`src/hw/rtl/bfu_pkg.sv`:
```
`timescale 1ns / 1ps

package bfu_pkg;

	localparam int WORD_W = 32;
	localparam int WIN_W  = 40;

	localparam logic [WORD_W-1:0] ALL32 = 32'hffffffff;
	localparam logic [7:0]        ALL8  = 8'hff;

	typedef enum logic [2:0] {
		ACT_TST  = 3'd0,
		ACT_CHG  = 3'd1,
		ACT_CLR  = 3'd2,
		ACT_SET  = 3'd3,
		ACT_EXTU = 3'd4,
		ACT_EXTS = 3'd5,
		ACT_FFO  = 3'd6,
		ACT_INS  = 3'd7
	} action_t;

	// decoded item: width, masks and shift amounts
	typedef struct packed {
		action_t          act;
		logic             mem;
		logic [31:0]      off_full;
		logic [5:0]       w;
		logic [4:0]       rot;
		logic [31:0]      top_mask;
		logic [31:0]      ins_top;
		logic [WIN_W-1:0] src;
		logic [4:0]       bmask;
	} s1_t;

	// aligned item: field at the top of a word, mask and insert in place
	typedef struct packed {
		action_t          act;
		logic             mem;
		logic [31:0]      off_full;
		logic [5:0]       w;
		logic [WIN_W-1:0] src;
		logic [4:0]       bmask;
		logic [31:0]      ftop;
		logic [31:0]      ins_top;
		logic [WIN_W-1:0] pmask;
		logic [WIN_W-1:0] pins;
	} s2_t;

	// resolved item: updated operand, flags, value or find position
	typedef struct packed {
		logic [WIN_W-1:0] upd;
		logic [4:0]       bmask;
		logic             n;
		logic             z;
		logic [31:0]      value;
		logic             ffo;
		logic [5:0]       pos;
		logic [31:0]      off_full;
	} s3_t;

	typedef struct packed {
		logic [WIN_W-1:0] updated_data;
		logic [4:0]       byte_write_mask;
		logic [31:0]      result_value;
		logic             flag_n;
		logic             flag_z;
	} out_t;

	function automatic logic [31:0] rotl32(input logic [31:0] v, input logic [4:0] r);
		logic [63:0] d;
		d = {v, v} << r;
		return d[63:32];
	endfunction

	function automatic logic [31:0] rotr32(input logic [31:0] v, input logic [4:0] r);
		logic [63:0] d;
		d = {v, v} >> r;
		return d[31:0];
	endfunction

	// leading zero count in five halving steps; all zero gives 31
	function automatic logic [4:0] clz32(input logic [31:0] v);
		logic [31:0] x;
		logic [4:0]  n;
		x = v;
		n = '0;
		if (x[31:16] == 16'h0) begin
			n[4] = 1'b1;
			x = x << 16;
		end
		if (x[31:24] == 8'h0) begin
			n[3] = 1'b1;
			x = x << 8;
		end
		if (x[31:28] == 4'h0) begin
			n[2] = 1'b1;
			x = x << 4;
		end
		if (x[31:30] == 2'h0) begin
			n[1] = 1'b1;
			x = x << 2;
		end
		if (x[31] == 1'b0) begin
			n[0] = 1'b1;
		end
		return n;
	endfunction

	// bytes of the window touched up to the byte holding the last field bit
	function automatic logic [4:0] byte_mask(input logic [2:0] last);
		logic [4:0] m;
		case (last)
			3'd0: m = 5'b10000;
			3'd1: m = 5'b11000;
			3'd2: m = 5'b11100;
			3'd3: m = 5'b11110;
			default: m = 5'b11111;
		endcase
		return m;
	endfunction

	// widen a byte mask to one bit per window bit
	function automatic logic [WIN_W-1:0] byte_expand(input logic [4:0] m);
		return {{8{m[4]}}, {8{m[3]}}, {8{m[2]}}, {8{m[1]}}, {8{m[0]}}};
	endfunction

endpackage

```
`src/hw/rtl/bfu_decode.sv`:
```
`timescale 1ns / 1ps

module bfu_decode (
	input  logic                        clk,
	input  logic                        en,
	input  bfu_pkg::action_t            action,
	input  logic                        in_memory,
	input  logic [31:0]                 bit_offset,
	input  logic [5:0]                  field_width,
	input  logic [bfu_pkg::WIN_W-1:0]   source_data,
	input  logic [31:0]                 insert_value,
	output bfu_pkg::s1_t                stage_s1
);
	import bfu_pkg::*;

	s1_t        d;
	logic [5:0] w;
	logic [5:0] end_bit;
	logic       modify;

	// width code zero means a full word
	assign w = (field_width[4:0] == 5'd0) ? 6'd32 : {1'b0, field_width[4:0]};

	// offset of the last field bit inside the window
	assign end_bit = {3'b000, bit_offset[2:0]} + w - 6'd1;

	assign modify = (action == ACT_CHG) || (action == ACT_CLR) ||
	                (action == ACT_SET) || (action == ACT_INS);

	// build masks and shift amounts
	always_comb begin
		d.act      = action;
		d.mem      = in_memory;
		d.off_full = bit_offset;
		d.w        = w;
		d.rot      = in_memory ? {2'b00, bit_offset[2:0]} : bit_offset[4:0];
		d.top_mask = ~(ALL32 >> w);
		d.ins_top  = insert_value << (6'd32 - w);
		d.src      = source_data;
		d.bmask    = (in_memory && modify) ? byte_mask(end_bit[5:3]) : 5'b00000;
	end

	// stage 1 register
	always_ff @(posedge clk) begin
		if (en) begin
			stage_s1 <= d;
		end
	end

endmodule

```
`src/hw/rtl/bfu_align.sv`:
```
`timescale 1ns / 1ps

module bfu_align (
	input  logic         clk,
	input  logic         arst_n,
	input  logic         en,
	input  bfu_pkg::s1_t stage_s1,
	output bfu_pkg::s2_t stage_s2
);
	import bfu_pkg::*;

	s2_t              d;
	logic [WIN_W-1:0] win_shl;

	assign win_shl = stage_s1.src << stage_s1.rot[2:0];

	// rotate the register or shift the window so the field sits on top
	always_comb begin
		d.act      = stage_s1.act;
		d.mem      = stage_s1.mem;
		d.off_full = stage_s1.off_full;
		d.w        = stage_s1.w;
		d.src      = stage_s1.src;
		d.bmask    = stage_s1.bmask;
		d.ins_top  = stage_s1.ins_top;
		if (stage_s1.mem) begin
			d.ftop  = win_shl[WIN_W-1:8] & stage_s1.top_mask;
			d.pmask = {stage_s1.top_mask, 8'h00} >> stage_s1.rot[2:0];
			d.pins  = {stage_s1.ins_top, 8'h00} >> stage_s1.rot[2:0];
		end else begin
			d.ftop  = rotl32(stage_s1.src[31:0], stage_s1.rot) & stage_s1.top_mask;
			d.pmask = {8'h00, rotr32(stage_s1.top_mask, stage_s1.rot)};
			d.pins  = {8'h00, rotr32(stage_s1.ins_top, stage_s1.rot)};
		end
	end

	// stage 2 register
	always_ff @(posedge clk) begin
		if (en) begin
			stage_s2 <= d;
		end
	end

	a_mask_bits: assert property (@(posedge clk) disable iff (!arst_n)
		en |-> ($countones(d.pmask) == 32'(stage_s1.w)))
		else $error("placed mask does not hold width bits");

	a_mask_in_bytes: assert property (@(posedge clk) disable iff (!arst_n)
		(en && stage_s1.bmask != 5'b00000) |->
		((d.pmask & ~byte_expand(stage_s1.bmask)) == '0))
		else $error("placed mask reaches outside the written bytes");

endmodule

```
`src/hw/rtl/bfu_finish.sv`:
```
`timescale 1ns / 1ps

module bfu_finish (
	input  logic         clk,
	input  logic         arst_n,
	input  logic         en_s3,
	input  logic         en_s4,
	input  bfu_pkg::s2_t stage_s2,
	output bfu_pkg::out_t stage_s4
);
	import bfu_pkg::*;

	s3_t              d3;
	s3_t              stage_s3;
	out_t             d4;
	logic [WIN_W-1:0] base;
	logic [5:0]       sr;
	logic [31:0]      flag_src;
	logic [4:0]       lead;

	assign base     = stage_s2.mem ? stage_s2.src : {8'h00, stage_s2.src[31:0]};
	assign sr       = 6'd32 - stage_s2.w;
	assign flag_src = (stage_s2.act == ACT_INS) ? stage_s2.ins_top : stage_s2.ftop;
	assign lead     = clz32(stage_s2.ftop);

	// apply the operation, take flags, right-align the field
	always_comb begin
		d3.bmask    = stage_s2.bmask;
		d3.n        = flag_src[31];
		d3.z        = (flag_src == 32'h0);
		d3.ffo      = (stage_s2.act == ACT_FFO);
		d3.pos      = (stage_s2.ftop == 32'h0) ? stage_s2.w : {1'b0, lead};
		d3.off_full = stage_s2.off_full;
		case (stage_s2.act)
			ACT_CHG: d3.upd = base ^ stage_s2.pmask;
			ACT_CLR: d3.upd = base & ~stage_s2.pmask;
			ACT_SET: d3.upd = base | stage_s2.pmask;
			ACT_INS: d3.upd = (base & ~stage_s2.pmask) | stage_s2.pins;
			default: d3.upd = base;
		endcase
		case (stage_s2.act)
			ACT_EXTU: d3.value = stage_s2.ftop >> sr;
			ACT_EXTS: d3.value = $unsigned($signed(stage_s2.ftop) >>> sr);
			default:  d3.value = 32'h0;
		endcase
	end

	// stage 3 register
	always_ff @(posedge clk) begin
		if (en_s3) begin
			stage_s3 <= d3;
		end
	end

	// add the offset for a find, form the output beat
	always_comb begin
		d4.updated_data    = stage_s3.upd;
		d4.byte_write_mask = stage_s3.bmask;
		d4.result_value    = stage_s3.ffo ? (stage_s3.off_full + {26'h0, stage_s3.pos})
		                                  : stage_s3.value;
		d4.flag_n          = stage_s3.n;
		d4.flag_z          = stage_s3.z;
	end

	// output register
	always_ff @(posedge clk) begin
		if (en_s4) begin
			stage_s4 <= d4;
		end
	end

	a_ffo_in_field: assert property (@(posedge clk) disable iff (!arst_n)
		(en_s3 && stage_s2.ftop != 32'h0) |-> ({1'b0, lead} < stage_s2.w))
		else $error("first one found outside the field");

endmodule

```
`src/hw/rtl/bitfield_instruction_unit.sv`:
```
`timescale 1ns / 1ps

// channel | dir | handshake         | payload
// s_      | in  | s_tvalid/s_tready | s_tdata: action, bit_offset, field_width,
//         |     |                   |   source_data, insert_value; s_tuser: in_memory
// m_      | out | m_tvalid/m_tready | m_tdata: updated_data, byte_write_mask,
//         |     |                   |   result_value, flag_n, flag_z
//
// Four register stages (decode, align, resolve, output); a taken beat passes each in turn
// to reach m_, and one beat is taken every cycle while no stall backs up into s_tready.
// Each stage moves when it is empty or the next one moves, so a stall on m_
// holds the output beat, lets the stages behind it close their gaps, then backs
// up into s_tready.
// arst_n clears the stage valid bits only; the stage data registers are not reset.

module bitfield_instruction_unit (
	input  logic         clk,
	input  logic         arst_n,
	input  logic         s_tvalid,
	output logic         s_tready,
	// [2:0] action, [34:3] bit_offset, [40:35] field_width,
	// [80:41] source_data, [112:81] insert_value, [119:113] zero
	input  logic [119:0] s_tdata,
	// [0] in_memory
	input  logic         s_tuser,
	output logic         m_tvalid,
	input  logic         m_tready,
	// [39:0] updated_data, [44:40] byte_write_mask, [76:45] result_value,
	// [77] flag_n, [78] flag_z, [79] zero
	output logic [79:0]  m_tdata
);
	import bfu_pkg::*;

	logic  valid_s1, valid_s2, valid_s3, valid_s4;
	logic  rdy1, rdy2, rdy3, rdy4;
	logic  load_s1, load_s2, load_s3, load_s4;
	s1_t   stage_s1;
	s2_t   stage_s2;
	out_t  stage_s4;

	// a stage takes a beat when it is empty or its beat moves on
	assign rdy4 = !valid_s4 || m_tready;
	assign rdy3 = !valid_s3 || rdy4;
	assign rdy2 = !valid_s2 || rdy3;
	assign rdy1 = !valid_s1 || rdy2;

	assign load_s1 = rdy1 && s_tvalid;
	assign load_s2 = rdy2 && valid_s1;
	assign load_s3 = rdy3 && valid_s2;
	assign load_s4 = rdy4 && valid_s3;

	assign s_tready = rdy1;
	assign m_tvalid = valid_s4;

	// advance the valid bits
	always_ff @(posedge clk or negedge arst_n) begin
		if (!arst_n) begin
			valid_s1 <= 1'b0;
			valid_s2 <= 1'b0;
			valid_s3 <= 1'b0;
			valid_s4 <= 1'b0;
		end else begin
			if (rdy1) valid_s1 <= s_tvalid;
			if (rdy2) valid_s2 <= valid_s1;
			if (rdy3) valid_s3 <= valid_s2;
			if (rdy4) valid_s4 <= valid_s3;
		end
	end

	bfu_decode u_decode (
		.clk          (clk),
		.en           (load_s1),
		.action       (action_t'(s_tdata[2:0])),
		.in_memory    (s_tuser),
		.bit_offset   (s_tdata[34:3]),
		.field_width  (s_tdata[40:35]),
		.source_data  (s_tdata[80:41]),
		.insert_value (s_tdata[112:81]),
		.stage_s1     (stage_s1)
	);

	bfu_align u_align (
		.clk      (clk),
		.arst_n   (arst_n),
		.en       (load_s2),
		.stage_s1 (stage_s1),
		.stage_s2 (stage_s2)
	);

	bfu_finish u_finish (
		.clk      (clk),
		.arst_n   (arst_n),
		.en_s3    (load_s3),
		.en_s4    (load_s4),
		.stage_s2 (stage_s2),
		.stage_s4 (stage_s4)
	);

	// pack the output beat
	assign m_tdata = {1'b0, stage_s4.flag_z, stage_s4.flag_n, stage_s4.result_value,
	                  stage_s4.byte_write_mask, stage_s4.updated_data};

	a_full_stall: assert property (@(posedge clk) disable iff (!arst_n)
		(valid_s1 && valid_s2 && valid_s3 && valid_s4 && !m_tready) |-> !s_tready)
		else $error("input taken while every stage is held");

endmodule

```
`config.mk`:
```
export PLATFORM = sky130hd
export DESIGN_NAME = bitfield_instruction_unit
export DESIGN_NICKNAME = d
export VERILOG_FILES = /design/src/hw/rtl/bfu_pkg.sv /design/src/hw/rtl/bfu_decode.sv /design/src/hw/rtl/bfu_align.sv /design/src/hw/rtl/bfu_finish.sv /design/src/hw/rtl/bitfield_instruction_unit.sv
export SDC_FILE = /design/constraint.sdc
export NUM_CORES = 1
export LEC_CHECK = 0
export ABC_AREA = 1
export BUFFER_PORTS_ARGS = -buffer_cell sky130_fd_sc_hd__buf_2
export CAP_MARGIN = 20
export CORE_MARGIN = 4
export CORE_UTILIZATION = 55
export CTS_CLUSTER_SIZE = 12
export DETAILED_ROUTE_END_ITERATION = 10
export HOLD_SLACK_MARGIN = 0.03
export PLACE_DENSITY = 0.76
export SYNTH_ARGS = -nofsm -noshare
export SYNTH_HDL_FRONTEND = slang
export SYNTH_SLANG_ARGS = --single-unit
export TNS_END_PERCENT = 5
```
`constraint.sdc`:
```
create_clock -name clk -period 7.9 [get_ports clk]
set_input_delay 1.185 -clock clk [delete_from_list [all_inputs] [get_ports clk]]
set_output_delay 1.185 -clock clk [all_outputs]
set_load 0.01 [all_outputs]
```
Yosys cells after proc, flatten, opt, wreduce, memory -nomap -nowiden
Index checks and enable logic that the tools add are counted.
{"block": "word_totals", "ff_bits": 588, "inputBits": 125, "out_inout_bits": 82, "word_cells": 120}
{"block": "op_classes", "n_addsub": 5, "eq_ne": 14, "n_shift": 10, "mux": 19, "bitwise": 8, "reduce_logical": 24}
{"op": "2-to-1 mux 32 bit", "n": 7}
{"op": "one-hot mux 40 bit (4 select lines)", "n": 1}
{"op": "right shift 64 x 5 -> 32 bit", "n": 2}
{"op": "bitwise OR 40 bit", "n": 2}
{"op": "right shift 40 x 3 -> 40 bit", "n": 2}
{"op": "2-to-1 mux 72 bit", "n": 1}
{"op": "AND 32 bit", "n": 2}
{"op": "logical NOT 32 bit", "n": 2}
{"op": "one-hot mux 32 bit (2 select lines)", "n": 1}
{"op": "left shift 64 x 5 -> 64 bit", "n": 1}
{"op": "AND 40 bit", "n": 1}
{"op": "2-to-1 mux 40 bit", "n": 1}
{"op": "NOT 40 bit", "n": 1}
{"op": "left shift 40 x 3 -> 40 bit", "n": 1}
{"op": "bitwise XOR 40 bit", "n": 1}
{"op": "adder 32 x 6 -> 32 bit", "n": 1}
{"op": "NOT 32 bit", "n": 1}
{"op": "left shift 32 x 6 -> 32 bit", "n": 1}
{"op": "right shift 32 x 6 -> 32 bit", "n": 1}
{"op": "right shift 32 x 6 -> 32 bit, first input constant", "n": 1}
{"op": ">>> shifter 32 x 6 -> 32 bit", "n": 1}
{"op": "equality test 3 x 2 -> 1 bit, second input constant", "n": 6}
{"op": "logical NOT 16 bit", "n": 1}
{"op": "one-hot mux 4 bit (4 select lines)", "n": 1}
{"op": "other kinds (16)", "n": 40}

Longest topological paths before layout
Gate-level depths: netlist of the first run.
{"block": "logic_depth", "ltp_word": 10, "depth_mapped": 18}

Hierarchy
A second synthesis of the first run with hierarchy kept.
{"block": "hier_totals", "cells_unflattened": 4032, "hier_area_um2": 34085.2}
{"module": "bfu_align", "instances": 1, "cells_per_inst": 1882, "area_per_inst_um2": 14237.4, "seq_area_each_um2": 6936.7}
{"module": "bfu_finish", "instances": 1, "cells_per_inst": 1452, "area_per_inst_um2": 12627.1, "seq_area_each_um2": 5915.7}
{"module": "bfu_decode", "instances": 1, "cells_per_inst": 672, "area_per_inst_um2": 7025.5, "seq_area_each_um2": 4564.4}
{"module": "bitfield_instruction_unit", "instances": 1, "cells_per_inst": 26, "area_per_inst_um2": 195.2, "seq_area_each_um2": 100.1}

Worst setup path before layout of the first run
OpenSTA, ideal clock, no wires.
{"block": "synth_timing", "path_kind": "in2reg", "start": "in m_tready", "end": "reg, netlist name u_decode.stage_s1[0]", "setup_time_ps": 669, "t_arrival_ps": 7911, "required_time_ps": 7231, "setup_slack_ps": -680, "stages": 8, "path_buffers": 0, "cell_sequence": "nor2_1 inv_1 nor2_1 inv_1 nor2_1 inv_1 nor2_1 nor2_1"}
{"block": "synth_between", "elab_chain_len": 5}
{"element": "start: declaration", "line": "bitfield_instruction_unit.sv:27", "text": "input logic m_tready,"}
{"element": "logical OR 1 bit", "line": "bitfield_instruction_unit.sv:42", "text": "assign rdy4 = !valid_s4 || m_tready;"}
{"element": "logical OR 1 bit", "line": "bitfield_instruction_unit.sv:43", "text": "assign rdy3 = !valid_s3 || rdy4;"}
{"element": "logical OR 1 bit", "line": "bitfield_instruction_unit.sv:44", "text": "assign rdy2 = !valid_s2 || rdy3;"}
{"element": "logical OR 1 bit", "line": "bitfield_instruction_unit.sv:45", "text": "assign rdy1 = !valid_s1 || rdy2;"}
{"element": "logical AND 1 bit", "line": "bitfield_instruction_unit.sv:47", "text": "assign load_s1 = rdy1 && s_tvalid;"}
{"element": "named net load_s1", "line": "bitfield_instruction_unit.sv:36", "text": "logic load_s1, load_s2, load_s3, load_s4;"}
The timed path passes the listed nets, and every way through them passes these cells.
A chain may end at the register's enable or synchronous reset.

Worst setup path after layout of the first run
{"block": "layout_timing", "start": "in s_tdata[35]", "end": "reg, netlist name u_decode.stage_s1[69]"}
{"block": "layout_between", "elab_chain_len": 4}
{"element": "start: declaration", "line": "bitfield_instruction_unit.sv:23", "text": "input logic [119:0] s_tdata,"}
{"element": "logical NOT 5 bit", "line": "bfu_decode.sv:22", "text": "assign w = (field_width[4:0] == 5'd0) ? 6'd32 : {1'b0, field_width[4:0]};"}
{"element": "2-to-1 mux 6 bit *", "line": "bfu_decode.sv:22"}
{"element": "subtractor 6 bit *", "line": "bfu_decode.sv:38", "text": "d.ins_top = insert_value << (6'd32 - w);"}
{"element": "left shift 32 x 6 -> 32 bit *", "line": "bfu_decode.sv:38"}
Mark *: on every way between the ends. The rest lies on a longest branch, timed or not.

==> results_dict.tcl, run 1 <==
set metrics [dict create \
    hold_path.class "in2async" \
    layout-drive-gt1-share 0.101 \
    post-route-period-util 0.652 \
    numPlacedInstances 4426 \
    antenna_found_initial 7 \
    period_needed_ns 5.15 \
    clock-sinks 584 \
    rows 89 \
    layout_setup_ws_ns 2.75 \
    critical_path_peak_fanout 40 \
    ys_seq_area_frac 0.537 \
    p_sw_frac 0.308 \
    overflow 0 \
    max_slew_margin 0.230 \
    worstMarginPinSlew_ns 1.14 \
    avgRoutedWirePerCell_um 20.4 \
    dieArea_um2 63300 \
    gp_congestion 0.972 \
    synthXorXnorAreaFrac 0.00747 \
    dpl.hpwl_um 67400 \
    synth-simple-area-share 0.188 \
    synth_area_um2 32600 \
    antenna_left 0 \
    avgSynthCellArea_um2 8.96 \
    drt_iter0_drc 3232 \
    root_buffer "clkbuf_16" \
    holdWs_ns 0.354 \
    clkLatencyLatePin_ns 0.64 \
    postSynthCellCount 3645 \
    cts_tree "built" \
    dp_slack_ns 2.12 \
    fmax_mhz 194 \
    port_buffers 197 \
    async_flop_share 0.00685 \
    synthMuxAreaShare 0.0193 \
    synthAdderAreaFrac 0.0378 \
    ys_seq_elements 584 \
    outcome "completed" \
    reg2regPathDepth 11 \
    yosys_warnings 0 \
    synth_top_family_by_area "simple AND/OR/NAND/NOR gates" \
    synth_edf_count 580 \
    ff2ff_setup_slack_ns 4.10 \
    path_clk_slew_ns 0.06 \
    area_growth_pct 9.70 \
    drt_wl_total_um 92500 \
    arrival_ns 5.50 \
    fin_tns_setup_ns 0 \
    post-cts-setup-buffer-count 0 \
    syn_nets 3868 \
    combPwrFrac 0.219 \
    rsz0062_at_grt "false" \
    crit_path_end_kind "flip-flop" \
    reg2reg_from "u_align.stage_s2[189]$_DFFE_PP_" \
    required_ns 8.24 \
    io_pins 207 \
    synth-main-ff-cell "edfxtp_1" \
    vias 26588 \
    rr_endpoint "u_finish.stage_s3[40]$_SDFFCE_PN0P_" \
    synth_cell_types 60 \
    synth_compound_area_frac 0.146 \
    switchingPower_uw 2680 \
    grt_first_pass_wirelength_um 139000 \
    powerDensity_nw_per_um2 243 \
    clock_skew_ns 0.0311 \
    p_seq_frac 0.477 \
    p_leak_uw 0.0150 \
    drc 0 \
    drv_slew 0 \
    finalNonFillerCells 4528 \
    ir_drop_uv 196 \
    crit_type "in2reg" \
    cts-buffers-inserted 60 \
    cts_max_path_buffers 3 \
    startpoint_type "primary input" \
    grt_start_max_net_pins 153 \
    grt_pass1_vias 24015 \
    vias_per_cell 5.87 \
    cell_internal_pwr_uw 6030 \
    htreeDepth 2 \
    finalPower_uw 8720 \
    fp.dieW_um 252 \
    p_clk_frac 0.304 \
    hold_viol_final 0 \
    ctsResizeCount 0 \
    initial_utilization 0.554 \
    drv_cap 0 \
    cts_hold_buffers 0 \
    core_region_area_um2 58900 \
    die_y_um 252 \
    grt_use_total 0.282 \
    setup_violations 0 \
    drt-pass1-iter-count 6 \
    finalNetCount 3939 \
]
[power by group through the flow]
| stage | registers [µW] | clock network, µW | logic [µW] |
|---|---|---|---|
| 6_report | 4160 | 2650 | 1910 |
| 5_1_grt | 4190 | 2830 | 2120 |
| 4_1_cts | 4150 | 2700 | 1870 |
| 3_5_place_dp | 4210 | 0 | 1860 |
| 3_3_place_gp | 4210 | 0 | 1830 |
| 2_1_floorplan | 4180 | 0 | 1280 |
[flip-flops by register name (all words and copies together) (netlist names)]
| register | flops |
|---|---|
| u_finish.stage_s4 | 79 |
| u_align.stage_s2 | 231 |
| m_tvalid | 1 |
| u_finish.stage_s3 | 71 |
| valid_s2 | 1 |
| valid_s1 | 1 |
| u_decode.stage_s1 | 152 |
| u_finish.d4 | 47 |
| valid_s3 | 1 |
[layout by cell type, fill, tap and decap left out, types with 7 or more instances in the layout]
cell type,synthesis,final
or2_2,7,7
o211ai_1,30,30
o22a_1,17,17
nor2_2,13,13
inv_2,18,21
ha_1,97,97
nand3_1,185,185
mux2i_1,63,63
nor2_1,174,172
clkbuf_1,131,10
a221oi_1,32,32
o21ai_0,352,352
nand4_1,17,17
clkbuf_16,0,60
clkinv_1,3,10
o22ai_1,46,46
o32ai_1,10,10
o221ai_1,13,13
o21bai_1,9,9
inv_1,291,285
buf_4,11,29
edfxtp_1,580,580
nand2_2,7,7
o21ai_1,170,170
a21oi_1,92,92
nor3_1,11,9
buf_2,41,197
clkinv_2,1,10
nand2_1,1057,1057
a31oi_1,24,24
o21a_1,11,11
nor4_1,11,11
xor2_1,20,19
[kinds of logic after synthesis]
| group | Yosys count |
|---|---|
| flip-flops | 584 |
| other | 1 |
| AND/OR/NAND/NOR | 1502 |
| AO/OA/AOI/OAI | 836 |
| multiplexers | 63 |
| adder cells (fa/ha/maj) | 98 |
| XOR/XNOR | 27 |
| buffers and inverters | 534 |
[cell type report]
class / count / area (µm²)
clock inverter: 24 / 249
fill: 5055 / 23100
antenna: 5 / 12.5
sequential: 584 / 17500
clock buffer: 72 / 1570
inverter: 314 / 1190
tap: 773 / 967
timing repair buffer: 229 / 1270
multi-input combinational: 2527 / 13000
[cell usage after synthesis (18+ instances only)]
cell	instances	share of area
ha_1	97	0.037
a221oi_1	32	0.0086
xor2_1	20	0.0054
buf_1	34	0.0039
o21ai_0	352	0.054
o211ai_1	30	0.0069
a31oi_1	24	0.0046
o21ai_1	170	0.026
o22ai_1	46	0.0088
nand2_1	1057	0.12
inv_2	18	0.0021
edfxtp_1	580	0.53
nor2_1	174	0.020
clkbuf_1	131	0.015
buf_2	41	0.0063
mux2i_1	63	0.019
a21oi_1	92	0.014
inv_1	291	0.033
nand3_1	185	0.028
[stage by stage]
stage | area, µm² | utilization
floorplan | 32600 | -
global placement | 34000 | 0.576
detailed placement | 34000 | 0.576
CTS | 35800 | 0.607
global route | 35800 | 0.608
finish | 35800 | 0.608
[worst max-delay path: stages]
cell and delay [ns]:
buf_2 0.53, inv_1 0.59, ha_1 1.06, clkinv_1 0.93, o21ai_0 0.58, o21ai_0 0.17, o21ai_0 0.28, o22ai_1 0.14
[layer usage]
metal	global-route usage	routed length, µm
met1	0.394	36800
met4	0.110	3820
met3	0.0547	9780
met5	0	25
met2	0.442	42000
[worst max-delay path by stage]
stage                startpoint                             endpoint  slack (ns)  depth (start not counted)
floorplan              m_tready    u_align.stage_s2[0]$_SDFFCE_PP0P_        1.34                          8
global placement    s_tdata[35]  u_decode.stage_s1[74]$_SDFFCE_PP0P_        2.19                         10
detailed placement  s_tdata[35]  u_decode.stage_s1[61]$_SDFFCE_PP0P_        2.12                          8
CTS                 s_tdata[35]  u_decode.stage_s1[74]$_SDFFCE_PP0P_        2.84                         10
global route        s_tdata[35]  u_decode.stage_s1[71]$_SDFFCE_PP0P_        2.28                          9
finish              s_tdata[35]  u_decode.stage_s1[69]$_SDFFCE_PP0P_        2.75                          8
(Power assumes the default switching activity.)
==> run 2: changes to the inputs <==
--- a/config.mk
+++ b/config.mk
@@ -13,7 +13,7 @@
 export CTS_CLUSTER_SIZE = 12
 export DETAILED_ROUTE_END_ITERATION = 10
 export HOLD_SLACK_MARGIN = 0.03
-export PLACE_DENSITY = 0.76
+export PLACE_DENSITY = 0.73
 export SYNTH_ARGS = -nofsm -noshare
 export SYNTH_HDL_FRONTEND = slang
 export SYNTH_SLANG_ARGS = --single-unit
==> constraint.sdc (replaced) <==
create_clock -name clk -period 5.15 [get_ports clk]
set_input_delay 0.7725 -clock clk [delete_from_list [all_inputs] [get_ports clk]]
set_output_delay 0.7725 -clock clk [all_outputs]
set_load 0.01 [all_outputs]
==> run 2 against run 1 <==
Cell area up 0.87%. Count of clock-buffer cells in the layout is 8 higher. Cell count increased by 0.38%. Global-route usage up 0.59 points. Sequential power is 54% higher. Combinational power rose by 54%. Critical endpoint is now u_decode.stage_s1[65]$_SDFFCE_PP0P_. Clock skew shrank 0.014 ns. Register-to-register slack got worse by 2.3 ns.
==> results_dict.tcl, run 2 (same netlist as run 1, synthesis figures left out) <==
set metrics [dict create \
    outcome "completed" \
    hp-start "s_tdata[54]" \
    vias_per_cell 5.83 \
    avgRoutedWirePerCell_um 20.6 \
    antenna_found_initial 3 \
    path_clk_slew_ns 0.06 \
    dpl.hpwl_um 67900 \
    final_common_cell "nand2_1" \
    setup_violations 0 \
    final.fill_count 5007 \
    rows 89 \
    initial_utilization 0.554 \
    critical_path_peak_fanout 40 \
    p_leak_uw 0.0152 \
    root_buffer "clkbuf_16" \
    grt_first_pass_wirelength_um 140000 \
    finalNetCount 3954 \
    drv_cap 0 \
    drt_iter0_drc 3011 \
    hold_path.class "in2reg" \
    slowest_stage "clkinv_1" \
    clkLatencyLatePin_ns 0.62 \
    antenna_left 0 \
    gp_congestion 1.01 \
    numPlacedInstances 4433 \
    fmax_mhz 289 \
    period_needed_ns 3.47 \
    clock-sinks 584 \
    cp_top_family "buffers and inverters" \
    critPathBufInv 5 \
    fp.dieW_um 252 \
    die_y_um 252 \
    drt_wl_total_um 93500 \
    overflow 0 \
    startpoint_type "primary input" \
    fin_tns_setup_ns 0 \
    grt_use_total 0.288 \
    grt_pass1_vias 24113 \
    multi_input_area_um2 13000 \
    drt-pass1-iter-count 6 \
    max_slew_margin 0.318 \
    reg2reg_from "u_decode.stage_s1[122]$_DFFE_PP_" \
    cts-buffers-inserted 66 \
    drc 0 \
    crit_type "in2reg" \
    arrival_ns 3.89 \
    htreeDepth 3 \
    powerDensity_nw_per_um2 381 \
    largest_reg_flops 231 \
    post-route-period-util 0.673 \
    layout-drive-gt1-share 0.106 \
    vias 26515 \
    grt_start_max_net_pins 181 \
    worstMarginPinSlew_ns 1.02 \
    port_buffers 197 \
    register_area_um2 17500 \
    crit_path_end_kind "flip-flop" \
    core_region_area_um2 58900 \
    drv_slew 0 \
    required_ns 5.57 \
    dieArea_um2 63300 \
    startpoint "s_tdata[35]" \
    clock_skew_ns 0.0175 \
    finalNonFillerCells 4545 \
    cts_max_path_buffers 3 \
    cts_tree "built" \
    path_cells "buf_2 -> buf_4 -> inv_1 -> ha_1 -> ha_1 -> buf_4 -> clkinv_1 -> o21ai_0 -> o21ai_0 -> o32ai_1" \
    post-cts-setup-buffer-count 0 \
    diodes 0 \
    area_growth_pct 10.7 \
    hold_viol_final 0 \
    rsz0062_at_grt "false" \
    ir_drop_uv 348 \
    reg.largest.list "u_align.stage_s2 x231, u_decode.stage_s1 x152, u_finish.stage_s4 x79" \
    io_pins 207 \
    slowest_delay_ns 0.74 \
    top_register "u_align.stage_s2" \
    layout_common_cells "nand2_1 (1,057), edfxtp_1 (580), o21ai_0 (352), inv_1 (285), buf_2 (197)" \
]
run 2: cell type report:
cell class / count / share of cell area
clock inverter: 29 / 0.00748
multi-input combinational: 2527 / 0.361
timing repair buffer: 238 / 0.0382
clock buffer: 80 / 0.0489
tap: 773 / 0.0268
sequential: 584 / 0.485
inverter: 314 / 0.0329
run 2: worst paths after layout:
check	to	slack, ns	depth (start not counted)
worst max-delay path	u_decode.stage_s1[65]$_SDFFCE_PP0P_	1.68	10
worst min-delay path	u_decode.stage_s1[18]$_DFFE_PP_	0.33	1
worst max register to register	u_align.stage_s2[6]$_DFFE_PP_	1.76	3
worst min register to register	u_finish.stage_s3[5]$_DFFE_PP_	0.41	0
max in group asynchronous	valid_s1$_DFFE_PN0N_	4.51	2
min in group asynchronous	valid_s2$_DFFE_PN0P_	0.52	2
run 2: what timing repair did:
item                      in CTS  in global routing
resized for setup              0                  0
hold buffers                   1                  0
hold endpoints to repair       4                  0
run 2: per-stage QoR:
stage	util	area, µm²	power (µW)	setup slack [ns]	hold slack, ns
final	0.613	36100	13800	1.68	0.327
after global routing	0.613	36100	14400	1.42	0.308
after CTS	0.613	36100	13800	1.69	0.306
after detailed placement	0.578	34100	9350	1.06	0.405
after global placement	0.578	34100	9290	1.06	0.400
after floorplan	-	32700	8360	0.0133	0.400
run 2: power by group:
part,switching [µW],internal [µW],total [µW],leakage [µW]
registers,348,6040,6390,0.00572
clock network,1840,2600,4440,0.000999
logic,2050,888,2940,0.00844
run 2: routing by layer:
| metal | global-route usage | part of all wire | vias up |
|---|---|---|---|
| met4 | 0.106 | 0.041 | 4 |
| met3 | 0.0590 | 0.094 | 218 |
| met5 | 0 | 0.00022 | - |
| li1 | - | - | 12743 |
| met2 | 0.456 | 0.46 | 1133 |
| met1 | 0.399 | 0.41 | 12417 |
